--- src/rtl/imconv_pkg.sv ---
// ----------------------------------------------------------------------------
// imconv_pkg
// Shared types and constants of the 2-D image convolution unit.
// ----------------------------------------------------------------------------
package imconv_pkg;

  // Configuration register indexes
  localparam logic [2:0] REG_IMAGE_WIDTH  = 3'd0;
  localparam logic [2:0] REG_IMAGE_HEIGHT = 3'd1;
  localparam logic [2:0] REG_KERNEL_SIZE  = 3'd2;
  localparam logic [2:0] REG_KERNEL_ROW_0 = 3'd3;
  localparam logic [2:0] REG_KERNEL_ROW_1 = 3'd4;
  localparam logic [2:0] REG_KERNEL_ROW_2 = 3'd5;
  localparam logic [2:0] REG_KERNEL_ROW_3 = 3'd6;
  localparam logic [2:0] REG_KERNEL_ROW_4 = 3'd7;

  localparam int COEF_ROWS  = 5;
  localparam int COEF_COLS  = 5;
  localparam int COEF_W     = 12;
  localparam int ROW_W      = COEF_COLS * COEF_W;
  localparam int DIM_W      = 11;
  localparam int KSIZE_W    = 3;
  localparam int PIX_W      = 8;
  localparam int PIX_MAX    = 255;
  localparam int FRAC_BITS  = 8;
  localparam int PROD_W     = PIX_W + 1 + COEF_W;
  localparam int QUEUE_DEPTH = 4;

  typedef struct packed {
    logic [PIX_W-1:0] pixel_in;
    logic             drain;
  } in_item_t;

  typedef struct packed {
    logic [PIX_W-1:0] pixel_out;
    logic             frame_end;
  } out_item_t;

  typedef struct packed {
    logic [DIM_W-1:0]                    image_width;
    logic [DIM_W-1:0]                    image_height;
    logic [KSIZE_W-1:0]                  kernel_size;
    logic [COEF_ROWS-1:0][ROW_W-1:0]     kernel_row;
  } cfg_t;

  // Work command from front to back
  typedef struct packed {
    logic [PIX_W-1:0] pixel;
    logic             has_pixel;
    logic             emit;
    logic             last;
    logic             interior;
  } cmd_t;

endpackage

--- src/rtl/imconv_front.sv ---
// ----------------------------------------------------------------------------
// imconv_front
// Accepts items, tracks input and output positions and decides for each
// item whether it stores a pixel and whether it releases an output.
// ----------------------------------------------------------------------------
module imconv_front #(
  parameter int MAX_KERNEL = 5,
  parameter int MAX_WIDTH  = 1024,
  parameter int MAX_HEIGHT = 1024
) (
  input  logic                 clk,
  input  logic                 rst,
  input  logic                 in_valid,
  output logic                 in_stall,
  input  imconv_pkg::in_item_t in_data,
  input  imconv_pkg::cfg_t     cfg,
  input  logic                 q_full,
  output logic                 q_push,
  output imconv_pkg::cmd_t     q_data
);

  localparam int HALF = MAX_KERNEL / 2;
  localparam int WW   = $clog2(MAX_WIDTH + 1);
  localparam int HW   = $clog2(MAX_HEIGHT + 1);
  localparam int CW   = $clog2(MAX_WIDTH);
  localparam int DW   = $clog2(HALF * MAX_WIDTH + HALF + 2);

  logic [CW-1:0] in_col;
  logic [HW-1:0] in_row;
  logic [CW-1:0] out_col;
  logic [HW-1:0] out_row;
  logic [DW-1:0] lead;

  logic [WW-1:0] w;
  logic [HW-1:0] h;
  logic [DW-1:0] lag;
  logic [DW-1:0] lead_next;
  logic [1:0]    n;
  logic          usable;
  logic          acc;
  logic          complete;
  logic          push;
  logic          in_col_last;
  logic          complete_after;
  logic          ready;
  logic          emit;
  logic          out_last;
  logic          interior;

  // Clamp frame sizes
  always_comb begin
    if (cfg.image_width == '0) begin
      w = WW'(1);
    end else if (32'(cfg.image_width) > 32'(MAX_WIDTH)) begin
      w = WW'(MAX_WIDTH);
    end else begin
      w = WW'(cfg.image_width);
    end
    if (cfg.image_height == '0) begin
      h = HW'(1);
    end else if (32'(cfg.image_height) > 32'(MAX_HEIGHT)) begin
      h = HW'(MAX_HEIGHT);
    end else begin
      h = HW'(cfg.image_height);
    end
  end

  assign lag    = DW'(HALF) * DW'(w) + DW'(HALF);
  assign n      = cfg.kernel_size[2:1];
  assign usable = cfg.kernel_size[0] && (32'(cfg.kernel_size) <= 32'(MAX_KERNEL));

  // Classify the item
  assign acc            = in_valid && !q_full;
  assign complete       = (in_row == h);
  assign push           = acc && !in_data.drain && !complete;
  assign in_col_last    = ((WW+1)'(in_col) + 1'b1 == (WW+1)'(w));
  assign complete_after = complete || (push && in_col_last && (in_row + 1'b1 == h));
  assign lead_next      = lead + DW'(push);
  assign ready          = complete_after || (lead_next > lag);
  assign emit           = acc && ready;
  assign out_last       = ((WW+1)'(out_col) + 1'b1 == (WW+1)'(w)) && (out_row + 1'b1 == h);

  // Border test for the output position
  assign interior = usable
                 && ((HW+1)'(out_row) >= (HW+1)'(n))
                 && ((HW+1)'(out_row) + (HW+1)'(n) < (HW+1)'(h))
                 && ((WW+1)'(out_col) >= (WW+1)'(n))
                 && ((WW+1)'(out_col) + (WW+1)'(n) < (WW+1)'(w));

  assign in_stall           = q_full;
  assign q_push             = push || emit;
  assign q_data.pixel       = in_data.pixel_in;
  assign q_data.has_pixel   = push;
  assign q_data.emit        = emit;
  assign q_data.last        = out_last;
  assign q_data.interior    = interior;

  // Advance positions
  always_ff @(posedge clk) begin
    if (rst) begin
      in_col  <= '0;
      in_row  <= '0;
      out_col <= '0;
      out_row <= '0;
      lead    <= '0;
    end else if (acc) begin
      if (emit && out_last) begin
        in_col  <= '0;
        in_row  <= '0;
        out_col <= '0;
        out_row <= '0;
        lead    <= '0;
      end else begin
        if (push) begin
          if (in_col_last) begin
            in_col <= '0;
            in_row <= in_row + 1'b1;
          end else begin
            in_col <= in_col + 1'b1;
          end
        end
        if (emit) begin
          if ((WW+1)'(out_col) + 1'b1 == (WW+1)'(w)) begin
            out_col <= '0;
            out_row <= out_row + 1'b1;
          end else begin
            out_col <= out_col + 1'b1;
          end
        end
        lead <= lead_next - DW'(emit);
      end
    end
  end

endmodule

--- config.mk ---
export PLATFORM = sky130hd
export DESIGN_NAME = imconv_front
export DESIGN_NICKNAME = d
export VERILOG_FILES = /design/src/rtl/imconv_pkg.sv /design/src/rtl/imconv_front.sv
export SDC_FILE = /design/constraint.sdc
export NUM_CORES = 1
export LEC_CHECK = 0
export ABC_CLOCK_PERIOD_IN_PS = 12760
export BUFFER_PORTS_ARGS = -buffer_cell sky130_fd_sc_hd__buf_4
export CORE_ASPECT_RATIO = 0.75
export CORE_MARGIN = 8
export CORE_UTILIZATION = 46
export DETAILED_ROUTE_END_ITERATION = 8
export GPL_TIMING_DRIVEN = 0
export PLACE_DENSITY = 0.82
export SETUP_SLACK_MARGIN = 0.4
export SLEW_MARGIN = 5
export SYNTH_ARGS = -nofsm -noshare
export SYNTH_HDL_FRONTEND = slang
export SYNTH_SLANG_ARGS = --single-unit
--- constraint.sdc ---
create_clock -name clk -period 12.76 [get_ports clk]
set_input_delay 3.828 -clock clk [delete_from_list [all_inputs] [get_ports clk]]
set_output_delay 3.828 -clock clk [all_outputs]
set_load 0.02 [all_outputs]
==> results.cfg <==
[power]
internal_power_mw = 0.2789
power.share.clock_pct = 36.8
leakage_nw = 2.739
ir_worst_vdd_mv = 0.04996
swShare_pct = 31.10
seq_power_share_pct = 41.9
p_per_area_nw_per_um2 = 55.47
p_comb_share_pct = 21.3
p_switching_mw = 0.1259

[synth]
synth_compound_area_share_pct = 21.24
synth.area.mux_share_pct = 1.598
synth_cells = 833
netlist_area_um2 = 6422
ys_seq_area_share_pct = 16.83
synthSimpleGateAreaFrac_pct = 26.94
syn_area_per_cell_um2 = 7.710
synth_edf_count = 0
synth-warning-count = 0
synth_top_family_by_area = simple AND/OR/NAND/NOR gates
synth-main-ff-cell = dfxtp_1
synth_fa_ha_area_share_pct = 9.975
synthXorXnorAreaFrac_pct = 15.57
async_flop_share_pct = 0
ys_ff_latch = 54
synth_nets = 1221
ys_types = 77

[timing]
fin_setup_tns_ns = 0
min_period_over_period_pct = 96.36
fin_skew_ns = 0.005867
slew_violations = 0
relSlewSlack_pct = 40.98
finalWorstSetupSlack_ns = 0.4650
hold_viol_final = 0
hold_slack_ns = 0.5130
setup_viol = 0
tightest_slew_ns = 0.8786
rsz0062_at_grt = false
period_needed_ns = 12.29
fmax_ghz = 0.08133

[drt]
drc = 0
wl_per_cell_um = 18.79
via_per_inst = 6.282
ant_nets = 0
drtPass1Iterations = 6
drtIter0Drc = 748
drt-total-wl_um = 20030
route.vias.total = 6697

[finish]
area_delta_synth_final_pct = 13.62
drive_gt1_share_pct = 14.25
nets = 1278
layout_common_cells = xnor2_1 (78), buf_4 (69), dfxtp_1 (54), nand2_1 (49), nand3_1 (48)
final_util_pct = 53.25
seq_area_um2 = 1081
fill_cells = 1303
multi_input_area_um2 = 4936
mostFrequentLayoutCell = xnor2_1
diodes = 0

[clock_network]
cts_tree = done
clk_pin_slew_ns = 0.08
cts_buffers = 5
cts_max_level = 2
cts_sinks = 54
cts_hold_buf = 0
clkLatencyLatePin_ns = 0.31
cts_buffer_depth = 2
root_buffer = clkbuf_16

[setup_path]
crit_fanout = 10
end_kind = output pin
critPathKind = primary input to output pin
arrival_ns = 8.47
worst_setup_path_start_kind = primary input
cp.required_ns = 8.93

[grt]
grt_pass1_vias = 6115
antenna_found_initial = 0
grt_overflow_total = 0
grt_pass1_wl_um = 32130
track_usage_pct = 21.30
grt_max_degree = 20

[floorplanning]
num_rows = 37
io_pins = 352
start_util_pct = 46.87
die_h_um = 118.3
core_area_um2 = 13700
die_x_um = 152.4
die_area_um2 = 18040

[place]
dp_hpwl_um = 15560
port_buffers = 40
pre_cts_slack_ns = -0.3960
place_congestion = 0.9807

[worst_hold_path]
hold_class = flip-flop to flip-flop

[run]
maxCapViolations = 0

[run_status]
outcome = complete, no violations
timing repair:
item | in CTS | in global routing
resized for setup | 15 | 17
pin swaps | 6 | 9
setup endpoints to repair | 2 | 2
buffers inserted | 5 | 5
power groups by stage:
stage          registers (mW)  clock network [mW]  logic [mW]
4_1_cts                 0.169               0.149      0.0828
6_report                0.170               0.149      0.0863
5_1_grt                 0.170               0.157      0.0936
3_3_place_gp            0.173                   0      0.0794
2_1_floorplan           0.173                   0      0.0528
3_5_place_dp            0.173                   0      0.0809
registers in the layout, summed over array words and instances (netlist names):
name     flops
in_col      10
out_col     10
in_row      11
out_row     11
lead        12
critical path, stage by stage:
cell	delay [ns]
buf_4	0.11
or4_4	0.55
nor3_1	0.31
o32ai_1	0.15
nor3_2	0.20
a31o_4	0.22
clkinv_4	0.10
ha_4	0.18
and4_1	0.19
buf_4	0.16
and3_1	0.17
buf_4	0.15
nand2_1	0.12
xnor2_2	0.16
ha_4	0.25
nand4_1	0.11
a21oi_1	0.07
a2111oi_2	0.40
a21oi_2	0.14
o21ai_2	0.23
buf_6	0.13
buf_6	0.14
nand2_2	0.08
buf_4	0.14
buf_4	0.14
worst paths after layout:
kind,cells past startpoint,endpoint,slack (ns),start
worst max register to register,30,lead[10],6.67,in_row[6]
worst max-delay path,25,q_data[2],0.47,cfg[307]
worst min register to register,2,lead[9],0.51,lead[9]
worst min-delay path,2,lead[9],0.51,lead[9]
cell families (layout without fill, tap and decap cells):
logic type / after synthesis / in the layout
and+or+nand+nor: 312 / 312
AOI/OAI and AO/OA: 184 / 184
buffers and inverters: 112 / 170
xor gates and xnor gates: 111 / 111
DFF: 54 / 54
adders and majority gates: 50 / 50
muxes: 10 / 10
final cells by class:
cell class	instances	share of cell area [%]
Clock inverter	3	0.3944
Buffer	76	5.350
Timing Repair Buffer	50	5.144
Inverter	36	1.938
Multi-Input combinational cell	667	67.64
Clock buffer	5	1.715
Sequential cell	54	14.81
Tap cell	175	3.001
stage by stage:
step,cells,cell area [um^2],power (mW)
2_1_floorplan,833,6422,0.2261
3_3_place_gp,1048,6942,0.2528
3_5_place_dp,1048,6942,0.2544
4_1_cts,1061,7182,0.4014
5_1_grt,1066,7297,0.4205
6_report,1066,7297,0.4048
layer usage:
layer	vias to the layer above	part of all wire (%)	track usage, %
li1	3171	-	-
met1	3143	46	31.71
met2	349	41	29.94
met3	34	11	5.206
met4	0	1.9	4.686
met5	-	0	0
Yosys cell counts (14+ instances only):
| cell type | n | area (um^2) |
|---|---|---|
| nand2_1 | 50 | 187.7 |
| nand3_1 | 48 | 240.2 |
| ha_1 | 48 | 600.6 |
| xnor2_1 | 80 | 700.7 |
| xor2_1 | 29 | 254.0 |
| buf_2 | 14 | 70.07 |
| a211oi_1 | 18 | 135.1 |
| clkbuf_1 | 41 | 153.9 |
| a21oi_1 | 37 | 185.2 |
| dfxtp_1 | 54 | 1081 |
| o21ai_0 | 31 | 155.2 |
| and3_1 | 15 | 93.84 |
| buf_4 | 17 | 127.6 |
| inv_1 | 33 | 123.9 |
| nor2_1 | 28 | 105.1 |
| nand4_1 | 22 | 137.6 |
| nor2b_1 | 15 | 93.84 |
| nor3_1 | 47 | 235.2 |
Power figures use the tool's default switching activity.
