### src/rtl/imconv_pkg.sv
// ----------------------------------------------------------------------------
// imconv_pkg
// Shared types and constants of the 2-D image convolution unit.
// ----------------------------------------------------------------------------
package imconv_pkg;

  // Configuration register indexes
  localparam logic [2:0] REG_IMAGE_WIDTH  = 3'd0;
  localparam logic [2:0] REG_IMAGE_HEIGHT = 3'd1;
  localparam logic [2:0] REG_KERNEL_SIZE  = 3'd2;
  localparam logic [2:0] REG_KERNEL_ROW_0 = 3'd3;
  localparam logic [2:0] REG_KERNEL_ROW_1 = 3'd4;
  localparam logic [2:0] REG_KERNEL_ROW_2 = 3'd5;
  localparam logic [2:0] REG_KERNEL_ROW_3 = 3'd6;
  localparam logic [2:0] REG_KERNEL_ROW_4 = 3'd7;

  localparam int COEF_ROWS  = 5;
  localparam int COEF_COLS  = 5;
  localparam int COEF_W     = 12;
  localparam int ROW_W      = COEF_COLS * COEF_W;
  localparam int DIM_W      = 11;
  localparam int KSIZE_W    = 3;
  localparam int PIX_W      = 8;
  localparam int PIX_MAX    = 255;
  localparam int FRAC_BITS  = 8;
  localparam int PROD_W     = PIX_W + 1 + COEF_W;
  localparam int QUEUE_DEPTH = 4;

  typedef struct packed {
    logic [PIX_W-1:0] pixel_in;
    logic             drain;
  } in_item_t;

  typedef struct packed {
    logic [PIX_W-1:0] pixel_out;
    logic             frame_end;
  } out_item_t;

  typedef struct packed {
    logic [DIM_W-1:0]                    image_width;
    logic [DIM_W-1:0]                    image_height;
    logic [KSIZE_W-1:0]                  kernel_size;
    logic [COEF_ROWS-1:0][ROW_W-1:0]     kernel_row;
  } cfg_t;

  // Work command from front to back
  typedef struct packed {
    logic [PIX_W-1:0] pixel;
    logic             has_pixel;
    logic             emit;
    logic             last;
    logic             interior;
  } cmd_t;

endpackage

### src/rtl/imconv_queue.sv
// ----------------------------------------------------------------------------
// imconv_queue
// Small command queue between the front and the back.
// ----------------------------------------------------------------------------
module imconv_queue (
  input  logic              clk,
  input  logic              rst,
  input  logic              push,
  input  imconv_pkg::cmd_t  push_data,
  output logic              full,
  input  logic              pop,
  output logic              head_valid,
  output imconv_pkg::cmd_t  head
);

  localparam int AW = $clog2(imconv_pkg::QUEUE_DEPTH);

  imconv_pkg::cmd_t slots [imconv_pkg::QUEUE_DEPTH];
  logic [AW-1:0] wr_ptr;
  logic [AW-1:0] rd_ptr;
  logic [AW:0]   count;

  assign full       = (count == (AW+1)'(imconv_pkg::QUEUE_DEPTH));
  assign head_valid = (count != '0);
  assign head       = slots[rd_ptr];

  // Store on push
  always_ff @(posedge clk) begin
    if (push) begin
      slots[wr_ptr] <= push_data;
    end
  end

  // Advance pointers and occupancy
  always_ff @(posedge clk) begin
    if (rst) begin
      wr_ptr <= '0;
      rd_ptr <= '0;
      count  <= '0;
    end else begin
      if (push) begin
        wr_ptr <= wr_ptr + 1'b1;
      end
      if (pop) begin
        rd_ptr <= rd_ptr + 1'b1;
      end
      if (push && !pop) begin
        count <= count + 1'b1;
      end else if (pop && !push) begin
        count <= count - 1'b1;
      end
    end
  end

endmodule

### config.mk
export PLATFORM = sky130hd
export DESIGN_NAME = imconv_queue
export DESIGN_NICKNAME = d
export VERILOG_FILES = /design/src/rtl/imconv_pkg.sv /design/src/rtl/imconv_queue.sv
export SDC_FILE = /design/constraint.sdc
export NUM_CORES = 1
export LEC_CHECK = 0
export BUFFER_PORTS_ARGS = -buffer_cell sky130_fd_sc_hd__buf_2
export CORE_ASPECT_RATIO = 1.1
export CORE_MARGIN = 1.5
export CORE_UTILIZATION = 35
export DETAILED_ROUTE_END_ITERATION = 6
export GPL_TIMING_DRIVEN = 0
export PLACE_DENSITY = 0.56
export SYNTH_ARGS = -nofsm -noshare
export SYNTH_HDL_FRONTEND = slang
export SYNTH_SLANG_ARGS = --single-unit
### constraint.sdc
create_clock -name clk -period 1.3 [get_ports clk]
set_input_delay 0.13 -clock clk [delete_from_list [all_inputs] [get_ports clk]]
set_output_delay 0.13 -clock clk [all_outputs]
set_load 0.02 [all_outputs]
==> results of run 1 <==
## cells by family after synthesis
logic type,share of synthesized area (%)
DFF,74.9
AOI/OAI and AO/OA,0.462
buffers and inverters,1.62
and+or+nand+nor,3.47
muxes,13.7
xor gates and xnor gates,2.02
adders and majority gates,3.81
## per-layer routing
metal | wire (um) | global-route usage [%] | up-vias
met5 | 0 | 0 | -
met4 | 61 | 7.31 | 0
met3 | 193 | 4.57 | 7
met2 | 1970 | 20.1 | 29
met1 | 1420 | 11.8 | 554
li1 | - | - | 500
## synthesized netlist by cell type
cell type	count	share of area [%]
buf_6	1	0.52
nor3b_1	1	0.35
nor2_1	7	1.2
or3_1	2	0.58
clkbuf_1	1	0.17
o21ai_0	1	0.23
a21oi_1	1	0.23
fa_1	1	0.92
nand2_1	1	0.17
mux4_1	2	2.4
inv_1	4	0.69
and2_1	4	1.2
xor2_1	3	1.2
mux4_2	10	10
dfxtp_1	9	8.3
mux2i_1	2	0.92
edfxtp_1	48	67
xnor2_1	2	0.81
ha_1	5	2.9
buf_2	1	0.23
## flip-flops by register name, summed over array words and instances, names as in the netlist, named ones only
name and cells:
slots 48, wr_ptr 2, count 3, rd_ptr 2
## layout make-up
cell class | instances | area share [%]
timing repair buffer | 35 | 10.5
inverter | 4 | 0.987
multi-input combinational | 42 | 19.4
clock buffer | 12 | 5.21
buffer | 3 | 1.12
tap | 77 | 3.46
clock inverter | 4 | 0.673
sequential | 57 | 58.6
## stage by stage
stage / area (um^2) / total power [mW]
after detailed placement: 2430 / 2.69
after floorplan: 2190 / 2.52
after CTS: 2680 / 4.14
after global placement: 2430 / 2.67
final: 2790 / 4.18
after global routing: 2790 / 4.35
## final timing paths
check                                               to  slack (ps)             startpoint  cells after the start
worst max-delay path                           head[4]        -340                   flop                      3
worst min-delay path            slots[0][10]$_DFFE_PP_          20          push_data[10]                      1
worst max register to register   count[2]$_SDFFE_PP0P_        -120  count[1]$_SDFFE_PP0P_                      4
worst min register to register   count[2]$_SDFFE_PP0P_         520  count[2]$_SDFFE_PP0P_                      2
## cells in the final DEF, fill, tap and decap left out, drive strengths merged
master | Yosys | routed
edfxtp | 48 | 48
buf | 2 | 34
clkbuf | 1 | 15
mux4 | 12 | 12
dfxtp | 9 | 9
nor2 | 7 | 7
ha | 5 | 5
and2 | 4 | 4
clkinv | 0 | 4
inv | 4 | 4
xor2 | 3 | 3
xnor2 | 2 | 2
mux2i | 2 | 2
or3 | 2 | 2
nor3b | 1 | 1
nand2 | 1 | 1
o21ai | 1 | 1
a21oi | 1 | 1
fa | 1 | 1
dlygate4sd3 | 0 | 1
## critical path, cell delays in order, from the launching register on
cell and delay (ps):
dfxtp_4 390, clkbuf_16 160, mux4_2 500, buf_6 150
## power by group
group | internal (mW) | switching [mW] | total [mW]
clock | 0.727 | 0.615 | 1.34
combinational | 0.369 | 0.320 | 0.690
sequential | 2.10 | 0.0526 | 2.15
## timing repair
| item | 4_1_cts | 5_1_grt |
|---|---|---|
| setup endpoints to repair | 62 | 51 |
| hold buffers | 1 | 0 |
| cloned | 0 | 1 |
| buffers inserted | 3 | 2 |
| hold endpoints to repair | 2 | 0 |
| gates resized for setup | 24 | 24 |
| pin swaps | 2 | 4 |
==> flow_metrics.env, run 1 <==
export IMPL_status="complete, but fails checks"
export IMPL_violations="negative setup slack"
export IMPL_grt_pass1_vias=1110
export IMPL_clk_latency_ps=320
export IMPL_ys_seq_elements=57
export IMPL_synth_area_um2=2170
export IMPL_clk_pin_slew_worst_paths_ps=60
export IMPL_coreArea_um2=5880
export IMPL_cts_buffer_depth=2
export IMPL_fill_cells=519
export IMPL_drive_gt1_share_pct=48.4
export IMPL_io_pins=30
export IMPL_timing_final_ws_setup_ps=-343
export IMPL_nets=174
export IMPL_avgSynthCellArea_um2=20.4
export IMPL_tightest_slew_ps=379
export IMPL_hold_viol=0
export IMPL_drtAntennaViolNets=0
export IMPL_final_core_util_pct=47.4
export IMPL_slew_headroom_pct=74.7
export IMPL_min_period_over_period_pct=126
export IMPL_die_area_um2=6670
export IMPL_vias=1090
export IMPL_syn_num_nets=128
export IMPL_grt_max_degree=13
export IMPL_p_leak_nw=1.00
export IMPL_regArea_um2=1630
export IMPL_ys_seq_area_share_pct=74.9
export IMPL_p_per_area_nw_per_um2=1500
export IMPL_htree_levels=3
export IMPL_dpl_worst_slack_ps=-335
export IMPL_dieWidth_um=78.0
export IMPL_stdcell_count=234
export IMPL_cap_viol_max_count=0
export IMPL_hold_worst_slack_ps=24.5
export IMPL_fin_skew_ps=4.86
export IMPL_grt_remaining_overflow=0
export IMPL_fin_setup_tns_ps=-4020
export IMPL_crit_type="flop to output pin"
export IMPL_cts_buffers_inserted=9
export IMPL_drt_iter0_drc=54
export IMPL_wl_per_cell_um=15.6
export IMPL_cts_tree="built"
export IMPL_crit_required_ps=1170
export IMPL_root_buffer="clkbuf_8"
export IMPL_crit_path_start_kind="flop"
export IMPL_hpwl_um=2290
export IMPL_slew_violations=0
export IMPL_gp_congestion=0.682
export IMPL_grt_pass1_wl_um=5450
export IMPL_start_util_pct=36.8
export IMPL_max_freq_ghz=0.609
export IMPL_antenna_found_initial=0
export IMPL_core_rowCount=29
export IMPL_drc=0
export IMPL_cts_sinks=57
export IMPL_crit_path_end_kind="output pin"
export IMPL_die_y_um=85.5
export IMPL_gr_usage_all_layers_pct=11.7
export IMPL_dp_cells=211
export IMPL_setup_violations=14
export IMPL_routed_via_density=4.66
export IMPL_yosysWarningCount=0
export IMPL_min_period_ps=1640
export IMPL_area_growth_pct=28.7
export IMPL_cp_data_arrival_time_ps=1510
export IMPL_vdd_ir_drop_max_uv=838
export IMPL_rsz0062_at_grt="true"
export IMPL_crit_path_max_fanout=5
export IMPL_diodes=0
export IMPL_synthCells=106
export IMPL_synth_distinct_cells=20
export IMPL_drt_total_wl_um=3650
export IMPL_io_buffer_count=28
export IMPL_multiInputGateArea_um2=541
export IMPL_hp_class="primary input to flop"
export IMPL_drt_pre_antenna_iters=4
Note: power is estimated with default switching activity, not from simulation.
==> run 2: changes to the inputs <==
--- a/config.mk
+++ b/config.mk
@@ -11,7 +11,6 @@
 export CORE_UTILIZATION = 35
 export DETAILED_ROUTE_END_ITERATION = 6
 export GPL_TIMING_DRIVEN = 0
-export PLACE_DENSITY = 0.56
 export SYNTH_ARGS = -nofsm -noshare
 export SYNTH_HDL_FRONTEND = slang
 export SYNTH_SLANG_ARGS = --single-unit
==> flow_metrics.env, run 2 (synthesized netlist as in run 1, its figures left out) <==
export IMPL_switching_share_pct=23.2
export IMPL_hold_worst_slack_ps=21.3
export IMPL_slew_headroom_pct=75.7
export IMPL_crit_type="flop to output pin"
export IMPL_diodes=0
export IMPL_drive_gt1_share_pct=49.4
export IMPL_antenna_found_initial=0
export IMPL_cp_num_buf_inv=2
export IMPL_drtAntennaViolNets=0
export IMPL_die_y_um=85.5
export IMPL_tightest_slew_ps=364
export IMPL_core_rowCount=29
export IMPL_r2r_start="count[1]$_SDFFE_PP0P_"
export IMPL_internal_power_mw=3.40
export IMPL_status="complete, but fails checks"
export IMPL_crit_path_start_kind="flop"
export IMPL_crit_required_ps=1170
export IMPL_final_common_cell="edfxtp_1"
export IMPL_min_period_ps=1670
export IMPL_htree_levels=3
export IMPL_start_util_pct=36.8
export IMPL_cp_top_family="multiplexers"
export IMPL_timing_final_ws_setup_ps=-366
export IMPL_max_freq_ghz=0.600
export IMPL_comb_power_share_pct=15.9
export IMPL_top_register="slots"
export IMPL_cts_sinks=57
export IMPL_cp_slowest_cell="mux4_2"
export IMPL_io_buffer_count=28
export IMPL_routed_via_density=4.65
export IMPL_crit_path_max_fanout=5
export IMPL_hpwl_um=2400
export IMPL_cts_tree="built"
export IMPL_p_leak_nw=1.01
export IMPL_drt_total_wl_um=3880
export IMPL_cts_buffers_inserted=9
export IMPL_dp_cells=211
export IMPL_largest_register_ffs=48
export IMPL_dieWidth_um=78.0
export IMPL_gr_usage_all_layers_pct=12.8
export IMPL_crit_path_end_kind="output pin"
export IMPL_grt_max_degree=13
export IMPL_vdd_ir_drop_max_uv=777
export IMPL_power_frac_seq_pct=48.6
export IMPL_cts_hold_buf=0
export IMPL_grt_pass1_wl_um=6020
export IMPL_critPathMaxStageDelay_ps=520
export IMPL_cts_buffer_depth=2
export IMPL_die_area_um2=6670
export IMPL_root_buffer="clkbuf_8"
export IMPL_final_cell_mix="edfxtp_1, buf_2, buf_6"
export IMPL_gp_congestion=0.654
export IMPL_p_per_area_nw_per_um2=1580
export IMPL_cap_viol_max_count=0
export IMPL_p_clk_share_pct=35.5
export IMPL_coreArea_um2=5880
export IMPL_cp_data_arrival_time_ps=1540
export IMPL_setup_violations=14
export IMPL_min_period_over_period_pct=128
export IMPL_worstPathCellList="buf_12, mux4_2, buf_6"
export IMPL_clk_pin_slew_worst_paths_ps=60
export IMPL_grt_remaining_overflow=0
export IMPL_stdcell_count=233
export IMPL_io_pins=30
export IMPL_fin_skew_ps=8.15
export IMPL_rsz0062_at_grt="true"
export IMPL_wl_per_cell_um=16.6
export IMPL_violations="negative setup slack"
export IMPL_drt_iter0_drc=59
export IMPL_hold_viol=0
export IMPL_min_from="push_data[6]"
export IMPL_clk_latency_ps=320
export IMPL_slew_violations=0
export IMPL_drt_pre_antenna_iters=6
export IMPL_area_growth_pct=29.8
export IMPL_final_core_util_pct=47.8
export IMPL_drc=0
export IMPL_hp_class="primary input to flop"
export IMPL_reg_largest_list="slots (48), count (3)"
export IMPL_vias=1083
export IMPL_nets=173
export IMPL_p_switching_mw=1.03
export IMPL_grt_pass1_vias=1249
[run 2: cell types whose count changed in the layout (fill, tap and decap cells not counted)]
cell / delta
buf_16: +1
buf_6: +1
bufinv_16: +1
clkbuf_16: -1
clkbuf_4: -1
clkinv_1: -1
dlygate4sd3_1: -1
[run 2: layer usage]
metal	part of all wire, %	global-route usage (%)	up-vias
li1	-	-	502
met1	41	14.0	544
met2	53	21.7	32
met3	4.6	4.79	5
met4	1.4	6.66	0
met5	0	0	-
[run 2: cell type report]
class                           count  area [um^2]
Multi-Input combinational cell     42          541
Buffer                              3         28.8
Fill cell                         510         3070
Tap cell                           77         96.3
Clock inverter                      4         45.0
Sequential cell                    57         1630
Inverter                            4         27.5
Timing Repair Buffer               34          293
Clock buffer                       12          145
[run 2: metrics by stage]
step | setup slack (ps) | total power [mW] | setup TNS, ps | area, um^2
global route | -426 | 4.62 | -4950 | 2810
floorplan | -37.6 | 2.52 | -37.6 | 2190
finish | -366 | 4.43 | -4180 | 2810
detailed placement | -321 | 2.70 | -11530 | 2430
CTS | -411 | 4.43 | -4600 | 2770
global placement | -252 | 2.66 | -9290 | 2430
[run 2: worst paths after layout]
kind | depth (start not counted) | slack [ps] | to
worst max-delay path | 3 | -370 | head[6]
worst min register to register | 2 | 540 | rd_ptr[0]$_SDFFE_PP0P_
worst max register to register | 4 | -80 | count[2]$_SDFFE_PP0P_
worst min-delay path | 1 | 20 | slots[0][6]$_DFFE_PP_
[run 2: power by group through the flow]
stage	logic, mW	clock network [mW]	registers, mW
floorplan	0.350	0	2.17
global placement	0.493	0	2.17
detailed placement	0.520	0	2.18
CTS	0.667	1.61	2.15
global route	0.749	1.71	2.16
finish	0.702	1.57	2.15
[run 2: what timing repair did]
action / 4_1_cts / 5_1_grt
endpoints found under the hold margin: 0 / 0
setup endpoints to repair: 62 / 45
gates cloned: 1 / 0
pin swaps: 2 / 4
buffers inserted: 3 / 2
resized for setup: 40 / 10
==> run 3: changes to the inputs <==
--- a/config.mk
+++ b/config.mk
@@ -11,6 +11,7 @@
 export CORE_UTILIZATION = 35
 export DETAILED_ROUTE_END_ITERATION = 6
 export GPL_TIMING_DRIVEN = 0
+export REMOVE_ABC_BUFFERS = 1
 export SYNTH_ARGS = -nofsm -noshare
 export SYNTH_HDL_FRONTEND = slang
 export SYNTH_SLANG_ARGS = --single-unit
==> flow_metrics.env, run 3 (synthesized netlist as in run 1, its figures left out) <==
export IMPL_cts_tree="built"
export IMPL_fill_cells=523
export IMPL_vdd_ir_drop_max_uv=860
export IMPL_drive_gt1_share_pct=45.8
export IMPL_area_growth_pct=26.7
export IMPL_final_cell_mix="edfxtp_1, buf_2, buf_6"
export IMPL_reg_largest_list="slots (48), count (3)"
export IMPL_max_freq_ghz=0.616
export IMPL_gr_usage_all_layers_pct=11.8
export IMPL_p_leak_nw=0.995
export IMPL_crit_path_max_fanout=6
export IMPL_crit_required_ps=1170
export IMPL_grt_pass1_wl_um=5640
export IMPL_grt_max_degree=13
export IMPL_crit_path_end_kind="output pin"
export IMPL_cts_buffer_depth=2
export IMPL_die_y_um=85.5
export IMPL_switching_share_pct=23.0
export IMPL_routed_via_density=4.57
export IMPL_min_period_ps=1620
export IMPL_drt_total_wl_um=3450
export IMPL_slew_violations=0
export IMPL_cp_slowest_cell="mux4_2"
export IMPL_io_buffer_count=29
export IMPL_wl_per_cell_um=14.9
export IMPL_die_area_um2=6670
export IMPL_p_switching_mw=0.970
export IMPL_comb_power_share_pct=15.1
export IMPL_worstPathCellList="buf_12, mux4_2, buf_6"
export IMPL_setup_violations=14
export IMPL_diodes=0
export IMPL_root_buffer="clkbuf_8"
export IMPL_hold_viol=0
export IMPL_p_clk_share_pct=33.6
export IMPL_internal_power_mw=3.24
export IMPL_clk_latency_ps=320
export IMPL_largest_register_ffs=48
export IMPL_timing_final_ws_setup_ps=-323
export IMPL_gp_congestion=0.670
export IMPL_min_period_over_period_pct=125
export IMPL_drtAntennaViolNets=0
export IMPL_crit_path_start_kind="flop"
export IMPL_multiInputGateArea_um2=528
export IMPL_tightest_slew_ps=327
export IMPL_vias=1060
export IMPL_fin_skew_ps=6.69
export IMPL_cp_data_arrival_time_ps=1490
export IMPL_top_register="slots"
export IMPL_io_pins=30
export IMPL_critPathMaxStageDelay_ps=510
export IMPL_cts_sinks=57
export IMPL_power_frac_seq_pct=51.3
export IMPL_grt_remaining_overflow=0
export IMPL_power_total_mw=4.21
export IMPL_hpwl_um=2210
export IMPL_antenna_found_initial=0
export IMPL_slew_headroom_pct=78.2
export IMPL_drc=0
export IMPL_grt_pass1_vias=1179
export IMPL_coreArea_um2=5880
export IMPL_dieWidth_um=78.0
export IMPL_cts_buffers_inserted=9
export IMPL_htree_levels=3
export IMPL_start_util_pct=36.8
export IMPL_drt_iter0_drc=53
export IMPL_cts_hold_buf=0
export IMPL_regArea_um2=1630
export IMPL_core_rowCount=29
export IMPL_hp_class="primary input to flop"
export IMPL_drt_pre_antenna_iters=3
export IMPL_nets=172
export IMPL_rsz0062_at_grt="true"
export IMPL_status="complete, but fails checks"
export IMPL_final_common_cell="edfxtp_1"
export IMPL_cap_viol_max_count=0
export IMPL_clk_pin_slew_worst_paths_ps=60
export IMPL_p_per_area_nw_per_um2=1530
export IMPL_dpl_worst_slack_ps=-590
export IMPL_violations="negative setup slack"
export IMPL_crit_type="flop to output pin"
[run 3: worst max-delay path: cells and delay by family (launching register included)]
kind                   cells  cell delay, ps
buffers and inverters      2             280
muxes                      1             510
DFF                        1             380
[run 3: layout make-up]
type	instances	area share, %
clock buffers	13	5.84
inverters	4	0.547
multi-input cells	42	19.2
repair buffers	36	10.8
well taps	77	3.51
flip-flops and latches	57	59.6
clock inverters	3	0.547
[run 3: layer usage]
| layer | up-vias | global-route usage [%] | routed length [um] |
|---|---|---|---|
| met5 | - | 0 | 0 |
| met4 | 0 | 7.79 | 100 |
| met3 | 11 | 3.19 | 150 |
| met2 | 31 | 19.7 | 1780 |
| met1 | 517 | 13.3 | 1420 |
| li1 | 501 | - | - |
[run 3: final timing paths]
| kind | startpoint | end | slack, ps | cells after the start |
|---|---|---|---|---|
| max | flop | head[10] | -320 | 3 |
| min | push_data[5] | slots[0][5]$_DFFE_PP_ | 20 | 1 |
| max reg2reg | count[1]$_SDFFE_PP0P_ | count[2]$_SDFFE_PP0P_ | -60 | 4 |
| min reg2reg | count[2]$_SDFFE_PP0P_ | count[2]$_SDFFE_PP0P_ | 520 | 2 |
[run 3: what timing repair did]
| action | 4_1_cts | 5_1_grt |
|---|---|---|
| gates resized for setup | 42 | 4 |
| endpoints found under the setup margin | 62 | 39 |
| setup buffers | 6 | 1 |
| pin swaps | 4 | 1 |
| cloned | 0 | 0 |
[run 3: per-stage QoR]
stage                     hold slack [ps]  area, um^2  setup TNS [ps]  utilization, %  std cells
after detailed placement              352        2390          -17210            40.6        209
after floorplan                       199        2150           -2420               -        103
after global placement                342        2390          -14650            40.6        209
after CTS                            6.03        2730           -4120            46.4        231
final                                21.5        2740           -3780            46.7        232
after global routing                 15.3        2740           -4580            46.7        232
[run 3: power groups by stage]
stage	registers, mW	logic (mW)	clock network [mW]
CTS	2.16	0.635	1.46
finish	2.16	0.638	1.41
global route	2.17	0.693	1.54
global placement	2.20	0.443	0
floorplan	2.18	0.310	0
detailed placement	2.21	0.461	0
